$ cat config.mk
export PLATFORM = sky130hd
export DESIGN_NAME = tied_rank_podium_insert_top
export DESIGN_NICKNAME = d
export VERILOG_FILES = /design/src/rtl/trpi_pkg.sv /design/src/rtl/trpi_cell.sv /design/src/rtl/tied_rank_podium_insert_top.sv
export SDC_FILE = /design/constraint.sdc
export NUM_CORES = 1
export LEC_CHECK = 0
export ABC_AREA = 1
export BUFFER_PORTS_ARGS = -buffer_cell sky130_fd_sc_hd__clkbuf_2
export CORE_MARGIN = 3
export CORE_UTILIZATION = 55
export DETAILED_ROUTE_END_ITERATION = 12
export GPL_TIMING_DRIVEN = 0
export PLACE_DENSITY = 0.73
export SLEW_MARGIN = 20
export SYNTH_ARGS = -nofsm -noshare
export SYNTH_HDL_FRONTEND = slang
export SYNTH_SLANG_ARGS = --single-unit
$ cat constraint.sdc
create_clock -name clk_i -period 3.6 [get_ports clk_i]
set_clock_uncertainty 0.15 [all_clocks]
set_input_delay 0.72 -clock clk_i [delete_from_list [all_inputs] [get_ports clk_i]]
set_output_delay 0.72 -clock clk_i [all_outputs]
set_load 0.05 [all_outputs]
$ cat src/rtl/trpi_pkg.sv
// ----------------------------------------------------------------------------
// trpi_pkg
// Shared types and codes for the tied-rank podium insert block: the input
// and result transaction structs, operation and status codes, and the small
// control structs that run along the chain of row cells.
// ----------------------------------------------------------------------------
package trpi_pkg;

  // Default geometry of the podium.
  localparam int unsigned ROWS_DEF  = 4;
  localparam int unsigned SEATS_DEF = 4;

  // Width of a player index and of a row score.
  localparam int unsigned PLAYER_W = 2;
  localparam int unsigned SCORE_W  = 16;

  // Operation codes carried in the input transaction.
  localparam logic [1:0] OP_CLEAR  = 2'd0;
  localparam logic [1:0] OP_INSERT = 2'd1;
  localparam logic [1:0] OP_READ   = 2'd2;

  // Result status codes.
  typedef enum logic [2:0] {
    ST_PLACED  = 3'd0,
    ST_BELOW   = 3'd1,
    ST_FULL    = 3'd2,
    ST_SKIPPED = 3'd3,
    ST_DONE    = 3'd4
  } status_e;

  // Input transaction.
  typedef struct packed {
    logic [1:0]          operation;
    logic [PLAYER_W-1:0] player;
    logic [SCORE_W-1:0]  score;
    logic                enabled;
    logic [1:0]          row_select;
  } in_t;

  // Result transaction.
  typedef struct packed {
    status_e             status;
    logic [1:0]          placed_row;
    logic [1:0]          placed_seat;
    logic [SCORE_W-1:0]  row_score;
    logic [3:0]          seat_valid;
    logic [PLAYER_W-1:0] seat_0;
    logic [PLAYER_W-1:0] seat_1;
    logic [PLAYER_W-1:0] seat_2;
    logic [PLAYER_W-1:0] seat_3;
  } out_t;

  // Command broadcast to every row cell in the execute cycle.
  typedef struct packed {
    logic                clear;
    logic                insert;
    logic [PLAYER_W-1:0] player;
    logic [SCORE_W-1:0]  score;
  } cell_cmd_t;

  // Flags handed from one cell to the cell below it.
  typedef struct packed {
    logic found;  // some row above has a score at or below the new one
    logic shift;  // a new row was opened above, so this row moves down
  } cell_chain_t;

  // What a cell reports back about the current insert.
  typedef struct packed {
    logic hit;     // this is the row the player lands on
    logic opened;  // a new row opens here
    logic full;    // equal row with no empty seat
  } cell_flags_t;

endpackage

$ cat src/rtl/trpi_cell.sv
// ----------------------------------------------------------------------------
// trpi_cell
// One row of the podium: its score, seat occupancy and seated players. The
// cell compares the insert score with its own, passes the search and shift
// flags to the row below, and takes over the row above when a new row opens.
// ----------------------------------------------------------------------------
module trpi_cell #(
  parameter int unsigned SEATS = trpi_pkg::SEATS_DEF
) (
  input  logic                                       clk_i,
  input  logic                                       rst_ni,
  input  trpi_pkg::cell_cmd_t                        cmd_i,
  input  trpi_pkg::cell_chain_t                      chain_i,
  input  logic [trpi_pkg::SCORE_W-1:0]               prev_score_i,
  input  logic [SEATS-1:0]                           prev_occ_i,
  input  logic [SEATS-1:0][trpi_pkg::PLAYER_W-1:0]   prev_players_i,
  output trpi_pkg::cell_chain_t                      chain_o,
  output trpi_pkg::cell_flags_t                      flags_o,
  output logic [((SEATS > 1) ? $clog2(SEATS) : 1)-1:0] seat_idx_o,
  output logic [trpi_pkg::SCORE_W-1:0]               score_o,
  output logic [SEATS-1:0]                           occ_o,
  output logic [SEATS-1:0][trpi_pkg::PLAYER_W-1:0]   players_o
);
  import trpi_pkg::*;

  localparam int unsigned SEAT_W = (SEATS > 1) ? $clog2(SEATS) : 1;

  logic [SCORE_W-1:0]               score_q, score_d;
  logic [SEATS-1:0]                 occ_q, occ_d;
  logic [SEATS-1:0][PLAYER_W-1:0]   players_q, players_d;
  logic                             ge, eq, hit, open_row, has_free;
  logic [SEAT_W-1:0]                free_idx;

  // Compare against the insert score and find the landing row.
  assign ge       = (cmd_i.score >= score_q);
  assign eq       = (cmd_i.score == score_q);
  assign hit      = cmd_i.insert && ge && !chain_i.found;
  assign open_row = hit && !eq;

  assign chain_o.found = chain_i.found || ge;
  assign chain_o.shift = chain_i.shift || open_row;

  // First empty seat of this row.
  always_comb begin
    free_idx = '0;
    has_free = 1'b0;
    for (int s = SEATS - 1; s >= 0; s--) begin
      if (!occ_q[s]) begin
        free_idx = SEAT_W'(s);
        has_free = 1'b1;
      end
    end
  end

  assign flags_o.hit    = hit;
  assign flags_o.opened = open_row;
  assign flags_o.full   = hit && eq && !has_free;
  assign seat_idx_o     = free_idx;

  // Next row contents.
  always_comb begin
    score_d   = score_q;
    occ_d     = occ_q;
    players_d = players_q;
    priority if (cmd_i.clear) begin
      score_d = '0;
      occ_d   = '0;
    end else if (open_row) begin
      score_d      = cmd_i.score;
      occ_d        = '0;
      occ_d[0]     = 1'b1;
      players_d[0] = cmd_i.player;
    end else if (cmd_i.insert && chain_i.shift) begin
      score_d   = prev_score_i;
      occ_d     = prev_occ_i;
      players_d = prev_players_i;
    end else if (hit && has_free) begin
      occ_d[free_idx]     = 1'b1;
      players_d[free_idx] = cmd_i.player;
    end else begin
      // The row keeps its contents.
      score_d = score_q;
    end
  end

  // Row score and occupancy.
  always_ff @(posedge clk_i or negedge rst_ni) begin
    if (!rst_ni) begin
      score_q <= '0;
      occ_q   <= '0;
    end else begin
      score_q <= score_d;
      occ_q   <= occ_d;
    end
  end

  // Seated players; an empty seat is never read.
  always_ff @(posedge clk_i) begin
    players_q <= players_d;
  end

  assign score_o   = score_q;
  assign occ_o     = occ_q;
  assign players_o = players_q;

endmodule

$ cat src/rtl/tied_rank_podium_insert_top.sv
// ----------------------------------------------------------------------------
// tied_rank_podium_insert_top
// Descending podium of ROWS rows with SEATS tied seats each, built as a chain
// of row cells that share one command and pass search and shift flags down.
//
// Usage:
//   The input channel (in_valid_i / in_ready_o / in_data_i) takes one
//   transaction: clear, insert or read. Every transaction returns exactly one
//   result transaction on the output channel (out_valid_o / out_ready_i /
//   out_data_o), in order.
//   The transaction is captured at acceptance and executed by all row cells
//   once the result register is free to take a result; the execute cycle
//   also loads the result register, which then shows the result.
//   No new transaction is accepted until the held one executes; the single
//   command register holds one transaction from acceptance until it executes.
//   A stalled receiver holds the result register; a second transaction is
//   still accepted and waits in the command register until the result is
//   taken.
//   Reset empties every seat and sets every row score to zero; no clearing
//   pass is needed.
// ----------------------------------------------------------------------------
module tied_rank_podium_insert_top #(
  parameter int unsigned ROWS  = trpi_pkg::ROWS_DEF,
  parameter int unsigned SEATS = trpi_pkg::SEATS_DEF
) (
  input  logic           clk_i,
  input  logic           rst_ni,
  input  logic           in_valid_i,
  output logic           in_ready_o,
  input  trpi_pkg::in_t  in_data_i,
  output logic           out_valid_o,
  input  logic           out_ready_i,
  output trpi_pkg::out_t out_data_o
);
  import trpi_pkg::*;

  localparam int unsigned SEAT_W = (SEATS > 1) ? $clog2(SEATS) : 1;

  logic        busy_q;
  in_t         item_q;
  logic        out_valid_q;
  out_t        out_q, out_d;
  logic        exec;
  cell_cmd_t   cmd;

  cell_chain_t                      chain    [ROWS+1];
  cell_flags_t                      flags    [ROWS];
  logic [SEAT_W-1:0]                seat_idx [ROWS];
  logic [SCORE_W-1:0]               score    [ROWS];
  logic [SEATS-1:0]                 occ      [ROWS];
  logic [SEATS-1:0][PLAYER_W-1:0]   players  [ROWS];

  // Command register: one transaction waits here until it executes.
  assign in_ready_o = !busy_q;
  assign exec       = busy_q && (!out_valid_q || out_ready_i);

  always_ff @(posedge clk_i or negedge rst_ni) begin
    if (!rst_ni) begin
      busy_q <= 1'b0;
    end else if (in_valid_i && in_ready_o) begin
      busy_q <= 1'b1;
    end else if (exec) begin
      busy_q <= 1'b0;
    end
  end

  always_ff @(posedge clk_i) begin
    if (in_valid_i && in_ready_o) begin
      item_q <= in_data_i;
    end
  end

  // Command broadcast to the row cells in the execute cycle.
  assign cmd.clear  = exec && (item_q.operation == OP_CLEAR);
  assign cmd.insert = exec && (item_q.operation == OP_INSERT) && item_q.enabled;
  assign cmd.player = item_q.player;
  assign cmd.score  = item_q.score;

  assign chain[0] = '0;

  // Chain of row cells, top row first.
  for (genvar r = 0; r < ROWS; r++) begin : g_row
    logic [SCORE_W-1:0]             prev_score;
    logic [SEATS-1:0]               prev_occ;
    logic [SEATS-1:0][PLAYER_W-1:0] prev_players;

    if (r == 0) begin : g_first
      assign prev_score   = '0;
      assign prev_occ     = '0;
      assign prev_players = '0;
    end else begin : g_next
      assign prev_score   = score[r-1];
      assign prev_occ     = occ[r-1];
      assign prev_players = players[r-1];
    end

    trpi_cell #(
      .SEATS(SEATS)
    ) u_cell (
      .clk_i          (clk_i),
      .rst_ni         (rst_ni),
      .cmd_i          (cmd),
      .chain_i        (chain[r]),
      .prev_score_i   (prev_score),
      .prev_occ_i     (prev_occ),
      .prev_players_i (prev_players),
      .chain_o        (chain[r+1]),
      .flags_o        (flags[r]),
      .seat_idx_o     (seat_idx[r]),
      .score_o        (score[r]),
      .occ_o          (occ[r]),
      .players_o      (players[r])
    );
  end

  // Result of the executing transaction.
  always_comb begin
    logic                           any_hit, any_open, any_full;
    logic [31:0]                    row_acc, seat_acc;
    logic [SCORE_W-1:0]             rd_score;
    logic [SEATS-1:0]               rd_occ;
    logic [SEATS-1:0][PLAYER_W-1:0] rd_players;
    logic [3:0]                     vld;
    logic [3:0][PLAYER_W-1:0]       seat_pl;

    any_hit    = 1'b0;
    any_open   = 1'b0;
    any_full   = 1'b0;
    row_acc    = '0;
    seat_acc   = '0;
    rd_score   = '0;
    rd_occ     = '0;
    rd_players = '0;
    vld        = '0;
    seat_pl    = '0;

    // At most one cell reports a hit, so the landing row is an OR.
    for (int r = 0; r < ROWS; r++) begin
      if (flags[r].hit) begin
        any_hit  = 1'b1;
        any_open = flags[r].opened;
        any_full = flags[r].full;
        row_acc  = row_acc | 32'(r);
        seat_acc = seat_acc | 32'(seat_idx[r]);
      end
      if (32'(r) == 32'(item_q.row_select)) begin
        rd_score   = score[r];
        rd_occ     = occ[r];
        rd_players = players[r];
      end
    end

    // The read shows only the first four seats; empty ones read as zero.
    for (int k = 0; k < 4; k++) begin
      if (k < SEATS) begin
        if (rd_occ[k]) begin
          vld[k]     = 1'b1;
          seat_pl[k] = rd_players[k];
        end
      end
    end

    out_d = '0;
    out_d.status = ST_DONE;
    unique case (item_q.operation)
      OP_INSERT: begin
        if (!item_q.enabled) begin
          out_d.status = ST_SKIPPED;
        end else if (!any_hit) begin
          out_d.status = ST_BELOW;
        end else if (any_full) begin
          out_d.status = ST_FULL;
        end else begin
          out_d.status      = ST_PLACED;
          out_d.placed_row  = row_acc[1:0];
          out_d.placed_seat = any_open ? 2'd0 : seat_acc[1:0];
        end
      end
      OP_READ: begin
        out_d.row_score  = rd_score;
        out_d.seat_valid = vld;
        out_d.seat_0     = seat_pl[0];
        out_d.seat_1     = seat_pl[1];
        out_d.seat_2     = seat_pl[2];
        out_d.seat_3     = seat_pl[3];
      end
      default: begin
        out_d.status = ST_DONE;
      end
    endcase
  end

  // Result register.
  always_ff @(posedge clk_i or negedge rst_ni) begin
    if (!rst_ni) begin
      out_valid_q <= 1'b0;
    end else if (exec) begin
      out_valid_q <= 1'b1;
    end else if (out_ready_i) begin
      out_valid_q <= 1'b0;
    end
  end

  always_ff @(posedge clk_i) begin
    if (exec) begin
      out_q <= out_d;
    end
  end

  assign out_valid_o = out_valid_q;
  assign out_data_o  = out_q;

endmodule

Yosys cells after proc, flatten, opt, wreduce, memory -nomap -nowiden
Index checks and enable logic that the tools add are counted.
{"block": "totals", "register_bits": 172, "word_cells": 293}
{"block": "op_classes", "n_lt_le_gt_ge": 12, "eq_ne": 9, "muxes": 131, "bitwise": 15, "n_reduce_logical": 86}
{"cell": "two-way mux 16 bit", "n": 15}
{"cell": "two-way mux 8 bit", "n": 10}
{"cell": "two-way mux 4 bit", "n": 19}
{"cell": "two-way mux 2 bit", "n": 34}
{"cell": "equality test 16 bit", "n": 4}
{"cell": ">= comparator 16 bit", "n": 4}
{"cell": "two-way mux 1 bit", "n": 41}
{"cell": "logical AND 1 bit", "n": 35}
{"cell": "bitwise mux 8 bit", "n": 4}
{"cell": "nonzero test 3 bit", "n": 7}
{"cell": "demux 2 bit (select 2 bit)", "n": 4}
{"cell": "bitwise OR 4 bit", "n": 4}
{"cell": "AND reduction 2 bit", "n": 8}
{"cell": "nonzero test 2 bit", "n": 7}
{"cell": "logical NOT 1 bit", "n": 13}
{"cell": "less-than comparator 2 x 3 -> 1 bit, second input constant", "n": 4}
{"cell": "AND reduction 3 bit", "n": 4}
{"cell": "nonzero test 4 bit", "n": 3}
{"cell": "demux 1 bit (select 2 bit)", "n": 4}
{"cell": ">= comparator 2 x 1 -> 1 bit, second input constant", "n": 4}
{"cell": "inverter 1 bit", "n": 8}
{"cell": "bitwise OR 2 bit", "n": 3}
{"cell": "logical OR 1 bit", "n": 5}
{"cell": "OR reduction 5 bit", "n": 1}
{"cell": "6 further kinds", "n": 8}

Logic depth before layout (Yosys ltp)
Gate-level depths: netlist of the first run.
{"block": "depth", "depth_word": 15, "ltp_mapped": 21, "mapped_depth_nobuf": 20}

Modules after synthesis
From an unflattened synthesis of the first run, not the netlist that was laid out.
{"block": "unflattened", "hier_cells": 1542, "hier_area_um2": 11370.9}
{"mod": "trpi_cell (g_row[0].u_cell ...)", "n_inst": 2, "cells_each": 304, "area_each_um2": 2072.0, "seq_area_each_um2": 740.7}
{"mod": "tied_rank_podium_insert_top", "n_inst": 1, "cells_each": 327, "area_each_um2": 3094.2, "seq_area_each_um2": 1791.7}
{"mod": "trpi_cell (g_row[2].u_cell)", "n_inst": 1, "cells_each": 304, "area_each_um2": 2069.5, "seq_area_each_um2": 740.7}
{"mod": "trpi_cell (g_row[3].u_cell)", "n_inst": 1, "cells_each": 303, "area_each_um2": 2063.2, "seq_area_each_um2": 740.7}

Worst setup path before layout of the first run
Ideal clock, no wire load.
{"block": "synth_path", "path_type": "in2reg", "startpoint": "input port out_ready_i", "endpoint": "register g_row[2].u_cell.players_q, in the netlist g_row[2].u_cell.players_o[2], enable pin", "setup_ns": 0.316, "t_arrival_ns": 2.882, "path_slack_ns": 0.252, "path_stages": 14, "cell_sequence": "inv_1 > nand2_1 > nand2_1 > inv_1 > nand2_2 > clkinv_2 > nand2_2 > nor2_4 > nand2_4 > nand2_4 > inv_2 > buf_6 > buf_2 > a21oi_1"}
{"block": "synth_via", "elab_chain_len": 11, "elab_cells_between_ends": 20, "classes_between": "2 x bitwise; 18 x reduce/logical"}
{"element": "from (decl)", "line_no": "tied_rank_podium_insert_top.sv:32", "source": "input logic out_ready_i,"}
{"element": "logical OR 1 bit (*)", "line_no": "tied_rank_podium_insert_top.sv:55", "source": "assign exec = busy_q && (!out_valid_q || out_ready_i);"}
{"element": "logical AND 1 bit (*)", "line_no": "tied_rank_podium_insert_top.sv:55"}
{"element": "net exec", "line_no": "tied_rank_podium_insert_top.sv:43", "source": "logic exec;"}
{"element": "logical AND 1 bit (2 in series)", "line_no": "tied_rank_podium_insert_top.sv:75", "source": "assign cmd.insert = exec && (item_q.operation == OP_INSERT) && item_q.enabled;"}
{"element": "logical AND 1 bit (2 in series)", "line_no": "trpi_cell.sv:37", "source": "assign hit = cmd_i.insert && ge && !chain_i.found;"}
{"element": "logical AND 1 bit", "line_no": "trpi_cell.sv:38", "source": "assign open_row = hit && !eq;"}
{"element": "logical OR 1 bit", "line_no": "trpi_cell.sv:41", "source": "assign chain_o.shift = chain_i.shift || open_row;"}
{"element": "logical AND 1 bit", "line_no": "trpi_cell.sv:73", "source": "end else if (cmd_i.insert && chain_i.shift) begin"}
{"element": "nonzero test 2 bit (no source line)"}
{"element": "AND reduction 3 bit (no source line) (*)"}
{"element": "to (signal assigned)", "line_no": "trpi_cell.sv:99", "source": "players_q <= players_d;"}
{"element": "to (decl)", "line_no": "trpi_cell.sv:30", "source": "logic [SEATS-1:0][PLAYER_W-1:0] players_q, players_d;"}
Mark *: on every way through the listed nets, which the timed path passes. The rest lies on a longest branch.
A chain may end at the register's enable or synchronous reset.

Worst setup path in the final report of the first run
{"block": "layout_path", "startpoint": "register item_q, in the netlist cmd[15]", "endpoint": "register g_row[2].u_cell.players_q, in the netlist g_row[2].u_cell.players_o[3], enable pin"}
{"block": "layout_via", "elab_chain_len": 8, "elab_cells_between_ends": 26, "classes_between": "3 x order compare; 3 x eq/ne; 1 x bitwise; 19 x reduce/logical"}
{"element": "from (decl)", "line_no": "tied_rank_podium_insert_top.sv:40", "source": "in_t item_q;"}
{"element": "from (signal assigned)", "line_no": "tied_rank_podium_insert_top.sv:69", "source": "item_q <= in_data_i;"}
{"element": ">= comparator 16 bit", "line_no": "trpi_cell.sv:35", "source": "assign ge = (cmd_i.score >= score_q);"}
{"element": "logical AND 1 bit or logical NOT 1 bit (tied branches)", "line_no": "trpi_cell.sv:37"}
{"element": "logical AND 1 bit", "line_no": "trpi_cell.sv:37"}
{"element": "logical AND 1 bit", "line_no": "trpi_cell.sv:38"}
{"element": "logical OR 1 bit", "line_no": "trpi_cell.sv:41"}
{"element": "logical AND 1 bit", "line_no": "trpi_cell.sv:73"}
{"element": "nonzero test 2 bit (no source line)"}
{"element": "AND reduction 3 bit (no source line) (*)"}
Every way passes the cells marked *; elsewhere a longest branch is shown, timed or not.

==> results.sh, run 1 <==
export IMPL_status="finished, final reports clean"
export IMPL_syn_nets=1307
export IMPL_nNetsFinal=1391
export IMPL_cp_start_kind="flip-flop"
export IMPL_arrival_ns=3.36
export IMPL_crit_fanout=10
export IMPL_root_buffer="clkbuf_16"
export IMPL_period_share_pct=94.18
export IMPL_antenna_found_initial=0
export IMPL_cts_clk_slew_worst_paths_ns=0.07
export IMPL_io_pins=64
export IMPL_dr_total_vias=8549
export IMPL_drv_cap=0
export IMPL_rsz0062_at_grt="no"
export IMPL_grt_max_degree=83
export IMPL_die_w_um=141.5
export IMPL_initial_utilization_pct=57.23
export IMPL_synth_most_common_cell="nand2_1"
export IMPL_slowest_stage="edfxtp_1"
export IMPL_synth_top_cell_area_share_pct=26.75
export IMPL_clk_path_buf_depth=2
export IMPL_dr_first_iter_drc_count=732
export IMPL_worst_setup_path_type="reg2reg"
export IMPL_cp_top_family="simple AND/OR/NAND/NOR gates"
export IMPL_dpl_hpwl_um=20820
export IMPL_numClockSinks=172
export IMPL_use_met3_pct=5.696
export IMPL_core_mm2=0.01766
export IMPL_drc=0
export IMPL_path_cells="ha_1 > nand2_1 > nor2_1 > a21boi_1 > nor2_1 > nand2_2 > nand2_2 > nor2_4 > nand2_4 > nand2_4 > inv_2 > buf_6 > buf_2 > a21oi_1"
export IMPL_gr_total_overflow=0
export IMPL_rows=48
export IMPL_routed_via_density=5.559
export IMPL_hold_path_class="in2async"
export IMPL_syn_inst=1216
export IMPL_yosysTopAreaCell="edfxtp_1"
export IMPL_drt_first_pass_iters=5
export IMPL_worstMarginPinSlew_ns=0.7738
export IMPL_tritoncts="done"
export IMPL_ctsHoldBuffers=0
export IMPL_worstPathRequired_ns=3.57
export IMPL_async_flop_share_pct=47.67
export IMPL_synth_cell_types=46
export IMPL_drtAntennaViolNets=0
export IMPL_setup_viol=0
export IMPL_maxSlewHeadroom_pct=48.01
export IMPL_final_hold_violation_count=0
export IMPL_synth_edf_count=90
export IMPL_fin_total_pwr_mw=8.250
export IMPL_p_leak_nw=5.132
export IMPL_max_stage_delay_ns=0.56
export IMPL_synth_avg_cell_area_um2=8.310
export IMPL_synthTopCellsByArea="edfxtp_1, dfrtp_1, nand2_1, ha_1, inv_1"
export IMPL_drv_slew=0
export IMPL_grt_util_all_layers_pct=27.18
export IMPL_final_core_util_pct=64.24
export IMPL_numCtsBuffers=17
export IMPL_synth_seq_cells=172
export IMPL_synthFlopType="edfxtp_1"
export IMPL_syn2layout_area_growth_pct=12.26
export IMPL_use_met1_pct=41.62
export IMPL_min_period_ns=3.391
export IMPL_synth_area_mm2=0.01010
export IMPL_die_h_um=141.5
export IMPL_max_freq_ghz=0.2949
export IMPL_place_ws_ns=-0.2899
export IMPL_diodes=0
export IMPL_wl_um=26250
export IMPL_io_buffers=63
export IMPL_fin_ws_ns=0.2095
export IMPL_routabilityCongestion=0.9439
export IMPL_dieArea_mm2=0.02004
export IMPL_clk_latency_ns=0.44
export IMPL_layout_drive_gt1_share_pct=12.34
export IMPL_synth_top_cells_by_count="nand2_1, inv_1, o21ai_0, edfxtp_1, nor2_1"
export IMPL_use_met2_pct=39.24
export IMPL_placed_area_mm2=0.01075
export IMPL_wl_per_cell_um=17.07
export IMPL_power_density_mw_per_mm2=727.3
export IMPL_synth_warnings=0
export IMPL_instances_no_fill=1538
export IMPL_end_kind="flip-flop"
export IMPL_peakVddDrop_v=0.0006808
export IMPL_grt_pass1_wl_um=41850
export IMPL_cp_num_buf_inv=3
export IMPL_ys_seq_area_share_pct=47.05
export IMPL_final_design_area_no_fill_mm2=0.01134
export IMPL_htreeDepth=4
export IMPL_grt_busiest_layer="met1"
export IMPL_dp_cells=1505
export IMPL_grt_pass1_vias=7843
export IMPL_hold_slack_ns=0.1728
export IMPL_finalSetupTns_ns=0
-- cell families (layout without fill, tap and decap cells) --
group                    count (synthesis)  count (layout)  share of synthesized area (%)
adder cells (fa/ha/maj)                 64              64                          7.925
AO/OA/AOI/OAI                          309             309                          16.94
flip-flops                             172             172                          47.05
buffers and inverters                  226             323                          9.287
AND/OR/NAND/NOR                        445             445                          18.80
-- sequential cells by signal (all words and copies together), names as in the netlist --
register	count
out_valid_o	1
g_row.u_cell.players_o	32
cmd	18
g_row.u_cell.occ_o	16
item_q	5
busy_q	1
g_row.u_cell.score_o	64
out_data_o	35
-- final timing paths --
check	from	end	slack (ns)	cells after the start
max in group asynchronous	rst_ni	g_row[2].u_cell.occ_o[3]	2.66	1
worst max register to register	cmd[15]	g_row[2].u_cell.players_o[3]	0.21	14
worst max-delay path	cmd[15]	g_row[2].u_cell.players_o[3]	0.21	14
worst min register to register	g_row[3].u_cell.score_o[12]	g_row[3].u_cell.score_o[12]	0.34	2
worst min-delay path	rst_ni	g_row[0].u_cell.score_o[11]	0.17	1
min in group clk_i	in_data_i[15]	cmd[12]	0.30	1
-- per-layer routing --
| layer | routed length [µm] | part of all wire (%) | vias to the layer above |
|---|---|---|---|
| met5 | 0 | 0 | - |
| met2 | 11000 | 42 | 392 |
| met4 | 384 | 1.5 | 0 |
| li1 | - | - | 4243 |
| met3 | 2478 | 9.4 | 29 |
| met1 | 12380 | 47 | 3885 |
-- what timing repair did --
action / 4_1_cts / 5_1_grt
gates resized for setup: 0 / 2
setup endpoints to repair: 0 / 14
setup buffers: 0 / 1
-- layout make-up --
type / count / area, µm²
fillers: 1573 / 6314
inverters: 182 / 689.4
plain buffers: 44 / 251.5
clock buffers: 17 / 425.4
clock inverters: 15 / 162.7
repair buffers: 65 / 359.1
multi-input cells: 818 / 4419
flip-flops and latches: 172 / 4755
well taps: 225 / 281.5
-- cells in the final DEF (no fill, tap or decap), drive strengths merged, types with 2 or more instances in the layout --
cell type,count
nand2,301
inv,185
o21ai,153
clkbuf,99
nor2,95
edfxtp,90
dfrtp,82
a21oi,76
ha,64
o22ai,46
nand3,32
buf,27
o211ai,9
o31ai,8
clkinv,8
nand4,6
nor3,5
a31oi,4
o221ai,4
a21o,3
nor4,3
o21bai,2
o21a,2
bufinv,2
clkinvlp,2
-- power breakdown --
part | switching, mW | internal [mW]
clock network | 0.819 | 1.03
logic | 2.36 | 1.02
registers | 0.356 | 2.67
total | 3.53 | 4.72
(Power assumes the default switching activity.)
==> inputs of run 2 (changes only) <==
--- a/config.mk
+++ b/config.mk
@@ -15,4 +15,5 @@
 export SLEW_MARGIN = 20
 export SYNTH_ARGS = -nofsm -noshare
 export SYNTH_HDL_FRONTEND = slang
+export SYNTH_HIERARCHICAL = 1
 export SYNTH_SLANG_ARGS = --single-unit
==> results.sh, run 2 <==
export IMPL_status="finished, final reports clean"
export IMPL_clk_path_buf_depth=2
export IMPL_cts_clk_slew_worst_paths_ns=0.07
export IMPL_combPwrFrac_pct=38.5
export IMPL_grt_util_all_layers_pct=26.38
export IMPL_final_common_cell="nand2_1"
export IMPL_sequentialPowerShare_pct=37.1
export IMPL_wl_per_cell_um=14.67
export IMPL_worstReg2RegEnd="out_data_o[28]"
export IMPL_crit_fanout=9
export IMPL_dieArea_mm2=0.02241
export IMPL_min_period_ns=3.438
export IMPL_power_internal_mw=4.462
export IMPL_regToRegSetupSlack_ns=0.16
export IMPL_fin_total_pwr_mw=7.625
export IMPL_setup_viol=0
export IMPL_synth_avg_cell_area_um2=7.376
export IMPL_finalSetupTns_ns=0
export IMPL_worstPathRequired_ns=3.62
export IMPL_synth_warnings=6
export IMPL_max_stage_delay_ns=0.47
export IMPL_worst_setup_path_type="reg2reg"
export IMPL_dpl_hpwl_um=21620
export IMPL_grt_pass1_wl_um=46120
export IMPL_initial_utilization_pct=57.23
export IMPL_drt_first_pass_iters=6
export IMPL_dp_cells=1901
export IMPL_numClockSinks=172
export IMPL_place_ws_ns=-0.8993
export IMPL_p_switching_mw=3.163
export IMPL_maxSlewHeadroom_pct=49.60
export IMPL_dr_first_iter_drc_count=1044
export IMPL_routabilityCongestion=0.9049
export IMPL_layout_drive_gt1_share_pct=17.28
export IMPL_instances_no_fill=1978
export IMPL_dr_total_vias=10090
export IMPL_clk_latency_ns=0.43
export IMPL_fin_ws_ns=0.1618
export IMPL_p_leak_nw=6.695
export IMPL_htreeDepth=4
export IMPL_drv_slew=0
export IMPL_hold_path_class="in2async"
export IMPL_cp_start_kind="flip-flop"
export IMPL_ctsHoldBuffers=0
export IMPL_end_kind="flip-flop"
export IMPL_root_buffer="clkbuf_16"
export IMPL_core_mm2=0.01985
export IMPL_drv_cap=0
export IMPL_grt_pass1_vias=8905
export IMPL_layout_common_cells="nand2_1, inv_1, edfxtp_1"
export IMPL_syn2layout_area_growth_pct=17.40
export IMPL_cp_num_buf_inv=6
export IMPL_rows=51
export IMPL_worstMarginPinSlew_ns=0.7535
export IMPL_diodes=0
export IMPL_cp_top_family="simple AND/OR/NAND/NOR gates"
export IMPL_final_fill_count=1729
export IMPL_synth_area_mm2=0.01136
export IMPL_tritoncts="done"
export IMPL_antenna_found_initial=0
export IMPL_slowest_stage="edfxtp_1"
export IMPL_io_buffers=63
export IMPL_switching_share_pct=41.48
export IMPL_arrival_ns=3.46
export IMPL_io_pins=64
export IMPL_period_share_pct=95.51
export IMPL_r2r_start="cmd[15]"
export IMPL_max_freq_ghz=0.2908
export IMPL_routed_via_density=5.099
export IMPL_gr_total_overflow=0
export IMPL_final_design_area_no_fill_mm2=0.01334
export IMPL_grt_max_degree=83
export IMPL_placed_area_mm2=0.01220
export IMPL_numCtsBuffers=17
export IMPL_largest_reg_flops=64
export IMPL_nNetsFinal=1791
export IMPL_die_w_um=149.7
export IMPL_die_h_um=149.7
export IMPL_path_cells="buf_6 > buf_4 > ha_1 > a21oi_1 > inv_1 > nor2_1 > o21ai_0 > nor2_1 > nand2_1 > or2_4 > nor2_4 > nand3_4 > inv_6 > buf_6 > buf_4 > or2_2 > nand2_2 > nand2_4 > nor2_2"
export IMPL_drc=0
export IMPL_wl_um=29010
export IMPL_final_hold_violation_count=0
export IMPL_ff2ff_path_depth=19
export IMPL_cp_depth=19
export IMPL_drtAntennaViolNets=0
export IMPL_p_clk_share_pct=24.3
export IMPL_peakVddDrop_v=0.0004049
export IMPL_power_density_mw_per_mm2=571.8
export IMPL_syn_inst=1540
run 2: timing repair:
| action | CTS | global route |
|---|---|---|
| buffers inserted | 23 | 22 |
| endpoints found under the setup margin | 114 | 99 |
| pin swaps | 9 | 23 |
| resized for setup | 28 | 32 |
| gates cloned | 0 | 0 |
run 2: how the worst max path moves through the flow:
stage | start | end
floorplan | cmd[15] | out_data_o[28]
global placement | out_ready_i | g_row[2].u_cell/players_o[2]
detailed placement | out_ready_i | g_row[2].u_cell/players_o[3]
CTS | cmd[15] | g_row[3].u_cell/players_o[2]
global route | g_row[0].u_cell/score_o[7] | out_data_o[28]
finish | cmd[15] | out_data_o[28]
run 2: metal layers:
metal / vias to the layer above / global-route usage [%] / wire length [µm]
met5: - / 0 / 0
met1: 4548 / 39.65 / 13230
li1: 5120 / - / -
met3: 26 / 4.512 / 2602
met4: 0 / 5.718 / 322
met2: 391 / 40.29 / 12850
run 2: power by group through the flow:
stage	sequential [mW]	clock [mW]	combinational (mW)
detailed placement	2.94	0	2.61
global placement	2.92	0	2.53
CTS	2.82	1.88	2.81
global route	2.87	1.99	3.25
finish	2.83	1.86	2.94
floorplan	3.27	0	1.58
run 2: layout make-up:
| cell class | count | area (µm²) | share of cell area, % |
|---|---|---|---|
| Clock buffer | 17 | 425.4 | 3.190 |
| Sequential cell | 172 | 4755 | 35.65 |
| Inverter | 189 | 733.2 | 5.498 |
| Clock inverter | 15 | 172.7 | 1.295 |
| Tap cell | 265 | 331.6 | 2.486 |
| Multi-Input combinational cell | 1164 | 5808 | 43.55 |
| Timing Repair Buffer | 110 | 713.2 | 5.348 |
| Buffer | 46 | 396.6 | 2.974 |
run 2: through the flow:
step	util [%]	hold WS (ns)
finish	67.20	0.1456
global route	67.20	0.2222
CTS	65.85	0.2122
detailed placement	61.47	0.3485
global placement	61.18	0.3314
floorplan	-	0.2744
==> inputs of run 3 (changes only) <==
--- a/config.mk
+++ b/config.mk
@@ -5,7 +5,6 @@
 export SDC_FILE = /design/constraint.sdc
 export NUM_CORES = 1
 export LEC_CHECK = 0
-export ABC_AREA = 1
 export BUFFER_PORTS_ARGS = -buffer_cell sky130_fd_sc_hd__clkbuf_2
 export CORE_MARGIN = 3
 export CORE_UTILIZATION = 55
==> results.sh, run 3 <==
export IMPL_status="finished, violations left"
export IMPL_failed_checks="setup timing"
export IMPL_htreeDepth=4
export IMPL_synth_area_mm2=0.01105
export IMPL_slowest_stage="edfxtp_1"
export IMPL_drtAntennaViolNets=0
export IMPL_largest_reg_flops=64
export IMPL_fin_total_pwr_mw=8.401
export IMPL_cpMostUsedCell="nand3b_1"
export IMPL_worst_setup_path_type="reg2reg"
export IMPL_m1WireLength_um=13800
export IMPL_worstReg2RegEnd="out_data_o[28]"
export IMPL_cts_clk_slew_worst_paths_ns=0.08
export IMPL_synth_warnings=6
export IMPL_dr_total_vias=9589
export IMPL_instances_no_fill=1534
export IMPL_combPwrFrac_pct=41.2
export IMPL_cp_top_family="compound AO/OA/AOI/OAI gates"
export IMPL_layout_common_cells="nand2_1, edfxtp_1, buf_4"
export IMPL_antenna_found_initial=0
export IMPL_wl_um=33820
export IMPL_numCtsBuffers=17
export IMPL_switching_share_pct=41.01
export IMPL_finalSetupTns_ns=-22.66
export IMPL_layout_drive_gt1_share_pct=32.86
export IMPL_drt_first_pass_iters=6
export IMPL_max_stage_delay_ns=0.44
export IMPL_grt_pass1_wl_um=51100
export IMPL_power_internal_mw=4.955
export IMPL_p_switching_mw=3.445
export IMPL_rsz0062_at_grt="yes"
export IMPL_worstMarginPinSlew_ns=1.005
export IMPL_dr_first_iter_drc_count=1171
export IMPL_die_w_um=147.7
export IMPL_end_kind="flip-flop"
export IMPL_r2r_start="cmd[3]"
export IMPL_syn_inst=1050
export IMPL_ff2ff_path_depth=15
export IMPL_cp_num_buf_inv=1
export IMPL_dp_cells=1413
export IMPL_setup_viol=36
export IMPL_dieArea_mm2=0.02182
export IMPL_routabilityCongestion=0.9049
export IMPL_clk_latency_ns=0.45
export IMPL_top_layer="met4"
export IMPL_min_period_ns=4.350
export IMPL_max_freq_ghz=0.2299
export IMPL_wl_per_cell_um=22.05
export IMPL_dpl_hpwl_um=22800
export IMPL_io_pins=64
export IMPL_final_fill_count=1392
export IMPL_synth_avg_cell_area_um2=10.52
export IMPL_core_mm2=0.01959
export IMPL_gr_total_overflow=0
export IMPL_arrival_ns=4.35
export IMPL_routed_via_density=6.251
export IMPL_final_common_cell="nand2_1"
export IMPL_wl_met3_um=3862
export IMPL_io_buffers=63
export IMPL_p_leak_nw=5.488
export IMPL_grt_util_all_layers_pct=30.51
export IMPL_place_ws_ns=-1.261
export IMPL_wl_met2_um=15160
export IMPL_power_density_mw_per_mm2=610.3
export IMPL_nNetsFinal=1347
export IMPL_tritoncts="done"
export IMPL_regToRegSetupSlack_ns=-0.75
export IMPL_die_h_um=147.7
export IMPL_grt_pass1_vias=9108
export IMPL_worstPathRequired_ns=3.60
export IMPL_hold_slack_ns=0.1913
export IMPL_rows=51
export IMPL_fin_ws_ns=-0.7500
export IMPL_initial_utilization_pct=56.40
export IMPL_period_share_pct=120.8
export IMPL_path_cells="ha_1 > a21oi_1 > a211oi_2 > nor3_2 > nand3b_1 > nand3b_1 > nand3b_1 > or3b_4 > a2111o_1 > o211ai_1 > buf_4 > a211oi_2 > a211o_4 > nand4_4 > a2111oi_4"
export IMPL_drv_slew=0
export IMPL_hold_path_class="in2async"
export IMPL_placed_area_mm2=0.01199
export IMPL_final_core_util_pct=70.27
export IMPL_maxSlewHeadroom_pct=33.02
export IMPL_drv_cap=0
export IMPL_peakVddDrop_v=0.0003910
export IMPL_numClockSinks=172
export IMPL_grt_max_degree=83
export IMPL_final_hold_violation_count=0
export IMPL_final_design_area_no_fill_mm2=0.01377
export IMPL_root_buffer="clkbuf_16"
export IMPL_diodes=0
export IMPL_ctsHoldBuffers=0
export IMPL_syn2layout_area_growth_pct=24.60
export IMPL_crit_fanout=6
export IMPL_clk_path_buf_depth=2
export IMPL_cp_start_kind="flip-flop"
export IMPL_drc=0
export IMPL_sequentialPowerShare_pct=37.2
export IMPL_p_clk_share_pct=21.7
==> run 3: area by class of cell <==
class,count,area [µm²],share of cell area (%)
Tap cell,265,331.6,2.409
Sequential cell,172,4767,34.63
Clock buffer,17,425.4,3.090
Timing Repair Buffer,155,1101,7.999
Inverter,78,299.0,2.172
Clock inverter,15,136.4,0.9907
Multi-Input combinational cell,767,6200,45.04
Buffer,64,500.5,3.636
Timing Repair inverter,1,5.005,0.03636
==> run 3: worst max path at each step <==
stage / depth (start not counted) / slack (ns) / end / from
floorplan: 17 / -0.41 / out_data_o[29] / cmd[1]
global placement: 17 / -1.25 / out_data_o[28] / cmd[11]
detailed placement: 17 / -1.26 / out_data_o[28] / cmd[11]
CTS: 16 / -0.61 / out_data_o[28] / cmd[1]
global route: 16 / -0.82 / out_data_o[28] / cmd[1]
finish: 15 / -0.75 / out_data_o[28] / cmd[3]
==> run 3: routing by layer <==
layer	global-route usage, %	vias up
li1	-	4260
met1	43.13	4637
met2	46.55	613
met3	7.112	79
met4	10.90	0
met5	0	-
==> run 3: repair_timing <==
action	CTS	global route
gates resized for setup	82	38
cloned	3	2
setup buffers	66	24
setup endpoints to repair	91	106
pin swaps	15	17
==> run 3: worst reg2reg max path, delay by kind of cell, from the launching register on <==
kind | cells | cell delay (ns)
compound gates | 7 | 1.46
buf+inv | 1 | 0.23
flops | 1 | 0.44
simple gates | 6 | 1.45
fa+ha+maj | 1 | 0.36
==> run 3: power groups by stage <==
stage                     Combinational (mW)  Sequential (mW)  Clock [mW]
final                                   3.46             3.12        1.82
after floorplan                         1.80             3.44           0
after CTS                               3.30             3.08        1.84
after global placement                  2.75             3.21           0
after detailed placement                2.88             3.22           0
after global routing                    3.71             3.16        1.93
